==> src/hw/rtl/cmf_pkg.sv <==
// cube map face selection: shared constants, codes and types
// no dependencies
`default_nettype none
package cmf_pkg;
	localparam int COORD_BITS_DEF = 16;
	localparam int TEXEL_BITS_DEF = 13;
	localparam int OUT_DEPTH      = 32;
	localparam int CFG_IDX_BITS   = 2;
	localparam int SIZE_RESET     = 512;

	localparam logic [CFG_IDX_BITS-1:0] CFG_FACE_WIDTH  = 2'd0;
	localparam logic [CFG_IDX_BITS-1:0] CFG_FACE_HEIGHT = 2'd1;

	localparam logic [2:0] FACE_POS_X = 3'd0;
	localparam logic [2:0] FACE_NEG_X = 3'd1;
	localparam logic [2:0] FACE_POS_Y = 3'd2;
	localparam logic [2:0] FACE_NEG_Y = 3'd3;
	localparam logic [2:0] FACE_POS_Z = 3'd4;
	localparam logic [2:0] FACE_NEG_Z = 3'd5;

	typedef struct packed {
		logic [2:0] face;
		logic       bad;
	} face_info_t;
endpackage
`default_nettype wire

==> src/hw/rtl/cmf_front.sv <==
// front end: major axis pick, face code, offset minor components
// depends on cmf_pkg
`default_nettype none
module cmf_front #(
	parameter int COORD_BITS = cmf_pkg::COORD_BITS_DEF
) (
	input  wire                        clk,
	input  wire                        arst_n,
	input  wire                        push,
	output logic                       full,
	input  wire signed [COORD_BITS-1:0] dir_x,
	input  wire signed [COORD_BITS-1:0] dir_y,
	input  wire signed [COORD_BITS-1:0] dir_z,
	output logic                       out_valid,
	input  wire                        out_ready,
	output cmf_pkg::face_info_t        out_info,
	output logic [COORD_BITS:0]        out_na,
	output logic [COORD_BITS:0]        out_nb,
	output logic [COORD_BITS:0]        out_d
);
	logic [COORD_BITS-1:0] ax, ay, az, m;
	logic signed [COORD_BITS-1:0] a, b;
	cmf_pkg::face_info_t info;
	logic valid_q, load;
	cmf_pkg::face_info_t info_q;
	logic [COORD_BITS:0] na_q, nb_q, d_q;

	always_comb begin
		ax = dir_x[COORD_BITS-1] ? (~dir_x + 1'b1) : dir_x;
		ay = dir_y[COORD_BITS-1] ? (~dir_y + 1'b1) : dir_y;
		az = dir_z[COORD_BITS-1] ? (~dir_z + 1'b1) : dir_z;
		m = ax;
		if (ay > m) begin
			m = ay;
		end
		if (az > m) begin
			m = az;
		end
		info.bad = (m == '0);
		if (ax == m) begin
			info.face = dir_x[COORD_BITS-1] ? cmf_pkg::FACE_NEG_X : cmf_pkg::FACE_POS_X;
			a = dir_z;
			b = dir_y;
		end else if (ay == m) begin
			info.face = dir_y[COORD_BITS-1] ? cmf_pkg::FACE_NEG_Y : cmf_pkg::FACE_POS_Y;
			a = dir_x;
			b = dir_z;
		end else begin
			info.face = dir_z[COORD_BITS-1] ? cmf_pkg::FACE_NEG_Z : cmf_pkg::FACE_POS_Z;
			a = dir_x;
			b = dir_y;
		end
		if (info.bad) begin
			info.face = cmf_pkg::FACE_POS_X;
		end
	end

	assign full = valid_q && !out_ready;
	assign load = push && !full;

	always_ff @(posedge clk or negedge arst_n) begin
		if (!arst_n) begin
			valid_q <= 1'b0;
		end else begin
			valid_q <= load || (valid_q && !out_ready);
		end
	end

	// a + m lies in 0..2m, so the wrapped sum is exact
	always_ff @(posedge clk) begin
		if (load) begin
			info_q <= info;
			na_q   <= {a[COORD_BITS-1], a} + {1'b0, m};
			nb_q   <= {b[COORD_BITS-1], b} + {1'b0, m};
			d_q    <= {m, 1'b0};
		end
	end

	assign out_valid = valid_q;
	assign out_info  = info_q;
	assign out_na    = na_q;
	assign out_nb    = nb_q;
	assign out_d     = d_q;
endmodule
`default_nettype wire

==> src/hw/rtl/cmf_queue.sv <==
// two-entry queue between front and back
// depends on nothing outside itself
`default_nettype none
module cmf_queue #(
	parameter int WIDTH = 8
) (
	input  wire             clk,
	input  wire             arst_n,
	input  wire             in_valid,
	output logic            in_ready,
	input  wire [WIDTH-1:0] in_data,
	output logic            out_valid,
	input  wire             out_ready,
	output logic [WIDTH-1:0] out_data
);
	logic [WIDTH-1:0] mem_q [2];
	logic wp_q, rp_q;
	logic [1:0] cnt_q;
	logic wr, rd;

	assign in_ready  = (cnt_q != 2'd2);
	assign out_valid = (cnt_q != 2'd0);
	assign out_data  = mem_q[rp_q];
	assign wr = in_valid && in_ready;
	assign rd = out_valid && out_ready;

	always_ff @(posedge clk or negedge arst_n) begin
		if (!arst_n) begin
			wp_q  <= 1'b0;
			rp_q  <= 1'b0;
			cnt_q <= 2'd0;
		end else begin
			if (wr) begin
				wp_q <= ~wp_q;
			end
			if (rd) begin
				rp_q <= ~rp_q;
			end
			cnt_q <= cnt_q + {1'b0, wr} - {1'b0, rd};
		end
	end

	always_ff @(posedge clk) begin
		if (wr) begin
			mem_q[wp_q] <= in_data;
		end
	end
endmodule
`default_nettype wire

==> src/hw/rtl/cmf_back.sv <==
// back end: scale by face size, pipelined restoring divide, result queue
// depends on cmf_pkg
`default_nettype none
module cmf_back #(
	parameter int COORD_BITS = cmf_pkg::COORD_BITS_DEF,
	parameter int TEXEL_BITS = cmf_pkg::TEXEL_BITS_DEF
) (
	input  wire                   clk,
	input  wire                   arst_n,
	input  wire                   in_valid,
	output logic                  in_ready,
	input  cmf_pkg::face_info_t   in_info,
	input  wire [COORD_BITS:0]    in_na,
	input  wire [COORD_BITS:0]    in_nb,
	input  wire [COORD_BITS:0]    in_d,
	input  wire [TEXEL_BITS-1:0]  face_width,
	input  wire [TEXEL_BITS-1:0]  face_height,
	output logic                  empty,
	input  wire                   pop,
	output logic [2:0]            face,
	output logic [TEXEL_BITS-1:0] texel_u,
	output logic [TEXEL_BITS-1:0] texel_v,
	output logic                  bad_direction
);
	localparam int PW    = COORD_BITS + 1 + TEXEL_BITS;
	localparam int DEPTH = cmf_pkg::OUT_DEPTH;
	localparam int AW    = $clog2(DEPTH);
	localparam int CW    = $clog2(DEPTH + 1);
	localparam int EW    = 4 + 2 * TEXEL_BITS;

	logic issue;
	logic [CW-1:0] inflight_q;
	logic out_pop;

	// credit: every issued item has a reserved slot in the result queue
	assign in_ready = (inflight_q < CW'(DEPTH));
	assign issue    = in_valid && in_ready;

	// divider stage k resolves quotient bit TEXEL_BITS-1-k
	logic                 v_s [TEXEL_BITS+1];
	cmf_pkg::face_info_t  info_s [TEXEL_BITS+1];
	logic [COORD_BITS:0]  d_s [TEXEL_BITS+1];
	logic [PW-1:0]        ru_s [TEXEL_BITS+1];
	logic [PW-1:0]        rv_s [TEXEL_BITS+1];
	logic [TEXEL_BITS-1:0] qu_s [TEXEL_BITS+1];
	logic [TEXEL_BITS-1:0] qv_s [TEXEL_BITS+1];

	always_ff @(posedge clk or negedge arst_n) begin
		if (!arst_n) begin
			v_s[0] <= 1'b0;
		end else begin
			v_s[0] <= issue;
		end
	end

	always_ff @(posedge clk) begin
		info_s[0] <= in_info;
		d_s[0]    <= in_d;
		ru_s[0]   <= PW'(in_na) * PW'(face_width);
		rv_s[0]   <= PW'(in_nb) * PW'(face_height);
		qu_s[0]   <= '0;
		qv_s[0]   <= '0;
	end

	for (genvar k = 0; k < TEXEL_BITS; k++) begin : g_div
		localparam int SH = TEXEL_BITS - 1 - k;
		logic [PW-1:0] trial;
		logic take_u, take_v;

		assign trial  = {{TEXEL_BITS{1'b0}}, d_s[k]} << SH;
		assign take_u = (ru_s[k] >= trial);
		assign take_v = (rv_s[k] >= trial);

		always_ff @(posedge clk or negedge arst_n) begin
			if (!arst_n) begin
				v_s[k+1] <= 1'b0;
			end else begin
				v_s[k+1] <= v_s[k];
			end
		end

		always_ff @(posedge clk) begin
			info_s[k+1] <= info_s[k];
			d_s[k+1]    <= d_s[k];
			ru_s[k+1]   <= take_u ? (ru_s[k] - trial) : ru_s[k];
			rv_s[k+1]   <= take_v ? (rv_s[k] - trial) : rv_s[k];
			qu_s[k+1]   <= qu_s[k] | (TEXEL_BITS'(take_u) << SH);
			qv_s[k+1]   <= qv_s[k] | (TEXEL_BITS'(take_v) << SH);
		end
	end

	// result queue
	logic [EW-1:0] mem_q [DEPTH];
	logic [AW:0] wp_q, rp_q;
	logic [EW-1:0] wdata, rdata;
	logic wr;
	cmf_pkg::face_info_t fin;

	assign fin   = info_s[TEXEL_BITS];
	assign wr    = v_s[TEXEL_BITS];
	assign wdata = fin.bad ? {fin, {(2*TEXEL_BITS){1'b0}}}
	                       : {fin, qu_s[TEXEL_BITS], qv_s[TEXEL_BITS]};

	assign empty   = (wp_q == rp_q);
	assign out_pop = pop && !empty;
	assign rdata   = mem_q[rp_q[AW-1:0]];

	always_ff @(posedge clk or negedge arst_n) begin
		if (!arst_n) begin
			wp_q       <= '0;
			rp_q       <= '0;
			inflight_q <= '0;
		end else begin
			if (wr) begin
				wp_q <= wp_q + 1'b1;
			end
			if (out_pop) begin
				rp_q <= rp_q + 1'b1;
			end
			inflight_q <= inflight_q + CW'(issue) - CW'(out_pop);
		end
	end

	always_ff @(posedge clk) begin
		if (wr) begin
			mem_q[wp_q[AW-1:0]] <= wdata;
		end
	end

	assign face          = rdata[EW-1 -: 3];
	assign bad_direction = rdata[2*TEXEL_BITS];
	assign texel_u       = rdata[2*TEXEL_BITS-1 -: TEXEL_BITS];
	assign texel_v       = rdata[TEXEL_BITS-1:0];
endmodule
`default_nettype wire

==> src/hw/rtl/cube_map_face_and_texel_coords_core.sv <==
// cube map face selection and texel addressing, top level
// depends on cmf_pkg, cmf_front, cmf_queue, cmf_back
//
// usage
//  - input side is a queue: drive dir_x/y/z with push; a request is taken
//    at a clock edge with push high and full low
//  - result side is a queue: while empty is low the oldest result sits on
//    face, texel_u, texel_v, bad_direction; pop takes it
//  - config: cfg_valid with cfg_index (0 face_width, 1 face_height) and
//    cfg_data; cfg_ready is always high, other indexes are ignored
//  - one request per cycle sustained while full stays low; after the
//    accepting edge loads the front register, a request passes the middle
//    queue, where the back end may hold it, the multiply stage, one divider
//    stage per quotient bit and the result queue write, then empty falls
//  - rate is set by the pipelined divider, one quotient bit per stage for
//    u and v in parallel, after a single multiply stage
//  - when pop stalls, the result queue (32 entries) fills; the back end
//    stops taking from the middle queue once all slots are reserved, then
//    the front holds and full rises; nothing is dropped
//  - reset clears all queues and sets both face sizes to 512
`default_nettype none
module cube_map_face_and_texel_coords_core #(
	parameter int COORD_BITS = cmf_pkg::COORD_BITS_DEF,
	parameter int TEXEL_BITS = cmf_pkg::TEXEL_BITS_DEF
) (
	input  wire                          clk,
	input  wire                          arst_n,
	input  wire                          push,
	output logic                         full,
	input  wire signed [COORD_BITS-1:0]  dir_x,
	input  wire signed [COORD_BITS-1:0]  dir_y,
	input  wire signed [COORD_BITS-1:0]  dir_z,
	output logic                         empty,
	input  wire                          pop,
	output logic [2:0]                   face,
	output logic [TEXEL_BITS-1:0]        texel_u,
	output logic [TEXEL_BITS-1:0]        texel_v,
	output logic                         bad_direction,
	input  wire                          cfg_valid,
	output logic                         cfg_ready,
	input  wire [cmf_pkg::CFG_IDX_BITS-1:0] cfg_index,
	input  wire [TEXEL_BITS-1:0]         cfg_data
);
	localparam int QW = 4 + 3 * (COORD_BITS + 1);

	// face size registers
	logic [TEXEL_BITS-1:0] face_width_q, face_height_q;

	assign cfg_ready = 1'b1;

	always_ff @(posedge clk or negedge arst_n) begin
		if (!arst_n) begin
			face_width_q  <= TEXEL_BITS'(cmf_pkg::SIZE_RESET);
			face_height_q <= TEXEL_BITS'(cmf_pkg::SIZE_RESET);
		end else if (cfg_valid) begin
			case (cfg_index)
				cmf_pkg::CFG_FACE_WIDTH: begin
					face_width_q <= cfg_data;
				end
				cmf_pkg::CFG_FACE_HEIGHT: begin
					face_height_q <= cfg_data;
				end
				default: begin
				end
			endcase
		end
	end

	// front: classify
	logic                f_valid, f_ready;
	cmf_pkg::face_info_t f_info;
	logic [COORD_BITS:0] f_na, f_nb, f_d;

	cmf_front #(.COORD_BITS(COORD_BITS)) u_front (
		.clk       (clk),
		.arst_n    (arst_n),
		.push      (push),
		.full      (full),
		.dir_x     (dir_x),
		.dir_y     (dir_y),
		.dir_z     (dir_z),
		.out_valid (f_valid),
		.out_ready (f_ready),
		.out_info  (f_info),
		.out_na    (f_na),
		.out_nb    (f_nb),
		.out_d     (f_d)
	);

	// middle queue decouples front and back
	logic          q_valid, q_ready;
	logic [QW-1:0] q_data;
	cmf_pkg::face_info_t q_info;
	logic [COORD_BITS:0] q_na, q_nb, q_d;

	cmf_queue #(.WIDTH(QW)) u_queue (
		.clk       (clk),
		.arst_n    (arst_n),
		.in_valid  (f_valid),
		.in_ready  (f_ready),
		.in_data   ({f_info, f_na, f_nb, f_d}),
		.out_valid (q_valid),
		.out_ready (q_ready),
		.out_data  (q_data)
	);

	assign {q_info, q_na, q_nb, q_d} = q_data;

	// back: scale, divide, hold results
	cmf_back #(
		.COORD_BITS (COORD_BITS),
		.TEXEL_BITS (TEXEL_BITS)
	) u_back (
		.clk           (clk),
		.arst_n        (arst_n),
		.in_valid      (q_valid),
		.in_ready      (q_ready),
		.in_info       (q_info),
		.in_na         (q_na),
		.in_nb         (q_nb),
		.in_d          (q_d),
		.face_width    (face_width_q),
		.face_height   (face_height_q),
		.empty         (empty),
		.pop           (pop),
		.face          (face),
		.texel_u       (texel_u),
		.texel_v       (texel_v),
		.bad_direction (bad_direction)
	);
endmodule
`default_nettype wire
==> config.mk <==
export PLATFORM = sky130hd
export DESIGN_NAME = cube_map_face_and_texel_coords_core
export DESIGN_NICKNAME = d
export VERILOG_FILES = /design/src/hw/rtl/cmf_pkg.sv /design/src/hw/rtl/cmf_front.sv /design/src/hw/rtl/cmf_queue.sv /design/src/hw/rtl/cmf_back.sv /design/src/hw/rtl/cube_map_face_and_texel_coords_core.sv
export SDC_FILE = /design/constraint.sdc
export NUM_CORES = 2
export LEC_CHECK = 0
export BUFFER_PORTS_ARGS = -buffer_cell sky130_fd_sc_hd__buf_2
export CORE_ASPECT_RATIO = 1.5
export CORE_MARGIN = 1.5
export CORE_UTILIZATION = 40
export CTS_CLUSTER_SIZE = 14
export DETAILED_ROUTE_END_ITERATION = 16
export PLACE_DENSITY = 0.66
export SLEW_MARGIN = 20
export SYNTH_ARGS = -nofsm -noshare
export SYNTH_HDL_FRONTEND = slang
export SYNTH_SLANG_ARGS = --single-unit
==> constraint.sdc <==
create_clock -name clk -period 10.35 [get_ports clk]
set_input_delay 1.035 -clock clk [delete_from_list [all_inputs] [get_ports clk]]
set_output_delay 1.035 -clock clk [all_outputs]
set_load 0.005 [all_outputs]
Word level (Yosys, flattened, before mapping). Memories as Yosys holds them, arrays and structs flattened. Index checks and enable logic that the tools add are counted.

Register bits after elaboration: 117. Memory bits (writable): 2566. Input port bits: 68. Output and inout bits: 33. Word-level logic and storage cells: 198. Memories: 8.

Add/sub/neg operators: 37. Multipliers: 2. $lt $le $gt $ge: 29. Eq/ne operators: 5. Multiplexer cells: 44. Bitwise operators: 31. Reduce and logical (&&, ||, !) cells: 14.

Memory list: u_back.mem_q (depth 32, width 30, rd ports 1, clocked after Yosys merged registers in 0, write ports 1, RTL line cmf_back.sv:93) `logic [EW-1:0] mem_q [DEPTH];`; u_back.ru_s (depth 14, width 30, rd ports 13, clocked after Yosys merged registers in 0, write ports 14, RTL line cmf_back.sv:43) `logic [PW-1:0] ru_s [TEXEL_BITS+1];`; u_back.rv_s (depth 14, width 30, rd ports 13, clocked after Yosys merged registers in 0, write ports 14, RTL line cmf_back.sv:44) `logic [PW-1:0] rv_s [TEXEL_BITS+1];`; u_back.d_s (depth 14, width 17, rd ports 13, clocked after Yosys merged registers in 0, write ports 14, RTL line cmf_back.sv:42) `logic [COORD_BITS:0] d_s [TEXEL_BITS+1];`; u_back.qu_s (depth 14, width 13, rd ports 14, clocked after Yosys merged registers in 0, write ports 14, RTL line cmf_back.sv:45) `logic [TEXEL_BITS-1:0] qu_s [TEXEL_BITS+1];`; u_back.qv_s (depth 14, width 13, rd ports 14, clocked after Yosys merged registers in 0, write ports 14, RTL line cmf_back.sv:46) `logic [TEXEL_BITS-1:0] qv_s [TEXEL_BITS+1];`; 2 more memories.

Operators by type and width (count): $mux W30 (26); $mux W16 (8); $ge A30 B17 Y1 (2); $ge A30 B18 Y1 (2); $ge A30 B19 Y1 (2); $ge A30 B20 Y1 (2); $ge A30 B21 Y1 (2); $ge A30 B22 Y1 (2); $ge A30 B23 Y1 (2); $ge A30 B24 Y1 (2); $ge A30 B25 Y1 (2); $ge A30 B26 Y1 (2); $ge A30 B27 Y1 (2); $ge A30 B28 Y1 (2); $ge A30 B29 Y1 (2); $mul A17 B13 Y30 (2); $sub A30 B17 Y30 (2); $sub A30 B18 Y30 (2); $sub A30 B19 Y30 (2); $sub A30 B20 Y30 (2); $sub A30 B21 Y30 (2); $sub A30 B22 Y30 (2); $sub A30 B23 Y30 (2); $sub A30 B24 Y30 (2); other kinds (43) (84).

Depth between registers and ports, before layout.
Depth after elaboration: 11. Mapped depth: 46. Depth with buffers taken out: 39.

By module. Synthesis repeated with hierarchy kept, for this count alone.

Cells, all modules: 9759. Area, all modules: 117506.4 um^2.

By module, submodules not included: cmf_back (times used 1, cells an instance 8791, area each 105457.4 um^2, seq. area each 54432.2 um^2); cmf_front (times used 1, cells an instance 722, area each 6697.7 um^2, seq. area each 1646.6 um^2); cmf_queue (times used 1, cells an instance 188, area each 4332.9 um^2, seq. area each 3403.3 um^2); cube_map_face_and_texel_coords_core (times used 1, cells an instance 58, area each 1018.5 um^2, seq. area each 653.1 um^2).

Worst setup path before layout. No wires, ideal clock.

Kind: in2reg. Start: input port dir_x[2]. End: register u_front.nb_q[16] (netlist: u_front.out_nb[16]), data pin. Library setup time: 0.263 ns. Data arrival time: 9.890 ns. Data required time: 10.087 ns. Setup slack: 0.197 ns. Cell stages on the path: 42. Path buffers: 7. Cell sequence: clkbuf_1 > nor3_2 > nand3_1 > or4_1 > clkbuf_1 > ha_1 > a21oi_1 > o21ai_0 > a2111oi_0 > nor2_1 > o21ai_1 > buf_2 > buf_4 > buf_2 > o21ai_0 > ha_1 > nand4_1 > or3_1 > (+6 left out) > o221ai_2 > or4b_4 > buf_2 > nand2_1 > o21ai_0 > ha_1 > fa_1 > a21o_1 > a21oi_1 > o21bai_1 > a31o_2 > a21oi_1 > nor2b_1 > o21ai_0 > a21oi_1 > a31oi_1 > o21ai_0 > xor2_1.

Cells in the longest elaborated chain, start to end: 11. Elaborated cells between the ends (all ways): 12. Those cells by class: add/sub: 2; order compare: 2; eq/ne: 2; mux: 5; bitwise: 1.

RTL lines: start: declaration (RTL line cube_map_face_and_texel_coords_core.sv:30) `input wire signed [COORD_BITS-1:0] dir_x,`; $not A16 Y16 (RTL line cmf_front.sv:29) `ax = dir_x[COORD_BITS-1] ? (~dir_x + 1'b1) : dir_x;`; $add A16 B1 Y16 (RTL line cmf_front.sv:29); $mux W16 * (RTL line cmf_front.sv:29); $gt A16 B16 Y1 (RTL line cmf_front.sv:33) `if (ay > m) begin`; $mux W16 (RTL line cmf_front.sv:33); $gt A16 B16 Y1 (RTL line cmf_front.sv:36) `if (az > m) begin`; $mux W16 (RTL line cmf_front.sv:36); $eq A16 B16 Y1 (RTL line cmf_front.sv:44) `end else if (ay == m) begin`; $mux W16 (RTL line cmf_front.sv:44); $mux W16 (RTL line cmf_front.sv:40) `if (ax == m) begin`; $add A17 B16 Y17 * (RTL line cmf_front.sv:74) `nb_q <= {b[COORD_BITS-1], b} + {1'b0, m};`; end signal: assignment (RTL line cmf_front.sv:74); end: declaration (RTL line cmf_front.sv:26) `logic [COORD_BITS:0] na_q, nb_q, d_q;`.

Every way passes the cells marked *; elsewhere a longest branch is shown, timed or not. A chain may end at the register's enable or synchronous reset.

Final worst setup path.
Start: input port dir_x[6]. End: register u_front.nb_q[16] (netlist: u_front.out_nb[16]), data pin.

The elaborated chain is that of the path after synthesis.

==> flow_summary.ini <==
[yosys]
synth_nets = 10367
yosysSeqAreaShare = 0.527
netlist_instances = 9297
netlist_area_sq_mm = 0.114
yosysTopAreaCell = edfxtp_1
ys_types = 100
yosysTopAreaCellShare = 0.297
synth_flop_cell = dfxtp_1
async_flop_share = 0.0261
synth_area_leaders = edfxtp_1, dfxtp_1, ha_1, fa_1, mux4_2
yosys_warnings = 0
avgSynthCellArea_sq_um = 12.2
ys_ff_latch = 2411
synth_edf_count = 1122

[global_routing]
grt_pass1_wl_mm = 461
grt_pass1_vias = 76363
gr-total-overflow = 0
grt_max_degree = 121
grt_antenna_before_repair = 5
grt.total_usage = 0.212

[setup_path]
start_kind = primary input
cpMostUsedCell = o21ai_0
crit_fanout = 15
worst_path_max_delay_cell = or4_1
crit_required_ns = 10.95
critPathMaxStageDelay_ns = 0.68
critical_path_class = primary input to flop
cp.arrival_ns = 10.19
cp-end-kind = flop

[clock_tree]
cts_hold_buffers = 0
cts_tree = yes
cts_max_level = 4
ctsResizeCount = 0
clock_latency_ns = 0.93
cts_sinks = 2411
cts-root-buf = clkbuf_16
clk_pin_slew_worst_paths_ns = 0.06
cts_buffer_depth = 4
postCtsSetupRepairBufs = 0
cts_buffers = 222

[sta]
fmaxAchievable_ghz = 0.104
tightest_slew_ns = 1.10
relSlewSlack = 0.260
drv_slew = 0
layout_setup_ws_ns = 0.756
final-hold-violation-count = 0
rsz0062_at_grt = no
period_minus_slack_ns = 9.59
finalClockSkew_ns = 0.125
setup_viol_count_final = 0
hold-worst-slack_ns = 0.252
finalCritPeriodShare = 0.927

[floorplan]
core_sq_mm = 0.283
die_w_um = 438
die_y_um = 656
rows = 239
initial_core_util = 0.402
die-area_sq_mm = 0.287
ioPinCount = 101

[min_path]
hold_path_class = flop to flop

[routing]
drt-total-wl_mm = 308
drc = 14
ant_nets = 0
post_drt_wl_per_cell_um = 22.7
vias_per_cell = 5.32
via_count = 72141
drt-initial-drc-count = 4501
drt_first_pass_iters = 12

[cells_and_area]
area_growth_pct = 12.2
final_common_cell = dfxtp_1
nets = 10697
final_cell_mix = dfxtp_1, edfxtp_1, inv_1
drive_above_1_share = 0.135

[placed_design]
dp_hpwl_mm = 227
place_congestion = 0.999
numPortBuffers = 99
dp_slack_ns = -0.244

[run_status]
failed_checks = design-rule violations
outcome = finished with violations

[flow_run]
drv_cap = 0
## cell usage after synthesis (81+ instances only)
cell / number
a21o_1: 114
a21oi_1: 392
and2_1: 167
clkbuf_1: 220
dfxtp_1: 1226
edfxtp_1: 1122
fa_1: 357
ha_1: 645
inv_1: 794
mux2_2: 190
mux4_2: 300
nand2_1: 746
nand2b_1: 95
nand3_1: 104
nand4_1: 81
nor2_1: 452
nor2b_1: 149
nor3_1: 171
nor4_1: 94
o21ai_0: 391
xnor2_1: 320
xor2_1: 233
## through the flow
| step | util | instances | setup TNS, ns | area, sq um |
|---|---|---|---|---|
| global placement | 0.425 | 13137 | -1.41 | 120000 |
| CTS | 0.451 | 13540 | 0 | 127000 |
| global route | 0.451 | 13548 | 0 | 127000 |
| detailed placement | 0.425 | 13138 | -0.601 | 120000 |
| floorplan | - | 9297 | 0 | 114000 |
| finish | 0.451 | 13549 | 0 | 127000 |
## area by class of cell
type,count,area (sq um)
repair buffers,382,2700
well taps,3735,4670
diodes,9,22.5
flip-flops and latches,2411,59800
multi-input cells,5810,50000
clock inverters,69,717
fillers,25266,155000
inverters,800,3000
clock buffers,333,6430
## sequential cells by signal (all words and copies together) (netlist names), 13 cells and up
signal / cells
u_back.d_s: 208
face_width_q: 13
face_height_q: 13
u_back.qv_s: 91
u_back.qu_s: 91
u_back.rv_s: 390
u_front.out_d: 16
u_front.out_nb: 17
u_queue.mem_q: 108
u_back.ru_s: 390
u_front.out_na: 17
u_back.info_s: 56
u_back.mem_q: 960
u_back.v_s: 13
## worst paths after layout
| check | endpoint | startpoint | cells after the start | slack [ns] |
|---|---|---|---|---|
| setup / recovery | u_front.out_nb[16]$_DFFE_PP_ | dir_x[6] | 39 | 0.76 |
| hold / removal | u_back.qv_s[6][7]$_DFF_P_ | u_back.qv_s[5][20]$_DFF_P_ | 0 | 0.25 |
| setup reg to reg | u_back.rv_s[0][29]$_DFF_P_ | u_queue.rp_q$_DFFE_PN0P_ | 23 | 2.48 |
| hold reg to reg | u_back.qv_s[6][7]$_DFF_P_ | u_back.qv_s[5][20]$_DFF_P_ | 0 | 0.25 |
| max in group asynchronous | u_back.rp_q[2]$_DFFE_PN0P_ | arst_n | 1 | 9.29 |
| min in group asynchronous | face_width_q[4]$_DFFE_PN0P_ | arst_n | 1 | 0.27 |
## critical path, delay by kind of cell
family / cells / cell delay [ns]
AND/OR/NAND/NOR: 10 / 2.83
buffers and inverters: 4 / 0.80
AO/OA/AOI/OAI: 20 / 3.91
adder cells (fa/ha/maj): 4 / 1.44
XOR/XNOR: 1 / 0.18
## metal layers
metal / vias to the layer above / wire length, um / GRT usage
met3: 744 / 12200 / 0.0216
met2: 2043 / 169000 / 0.410
met5: - / 0 / 0
li1: 33704 / - / -
met1: 35650 / 102000 / 0.208
met4: 0 / 24900 / 0.150
## cell families after synthesis
kind of cell | share of synthesized area
compound gates | 0.0773
xor+xnor | 0.0428
fa+ha+maj | 0.134
buf+inv | 0.0359
flops | 0.527
mux | 0.0817
other cells | 0.0000330
simple gates | 0.102
Power is left out: the tool's default activity adds up to more than one toggle a clock period on the data nets, which glitch-free logic cannot reach.
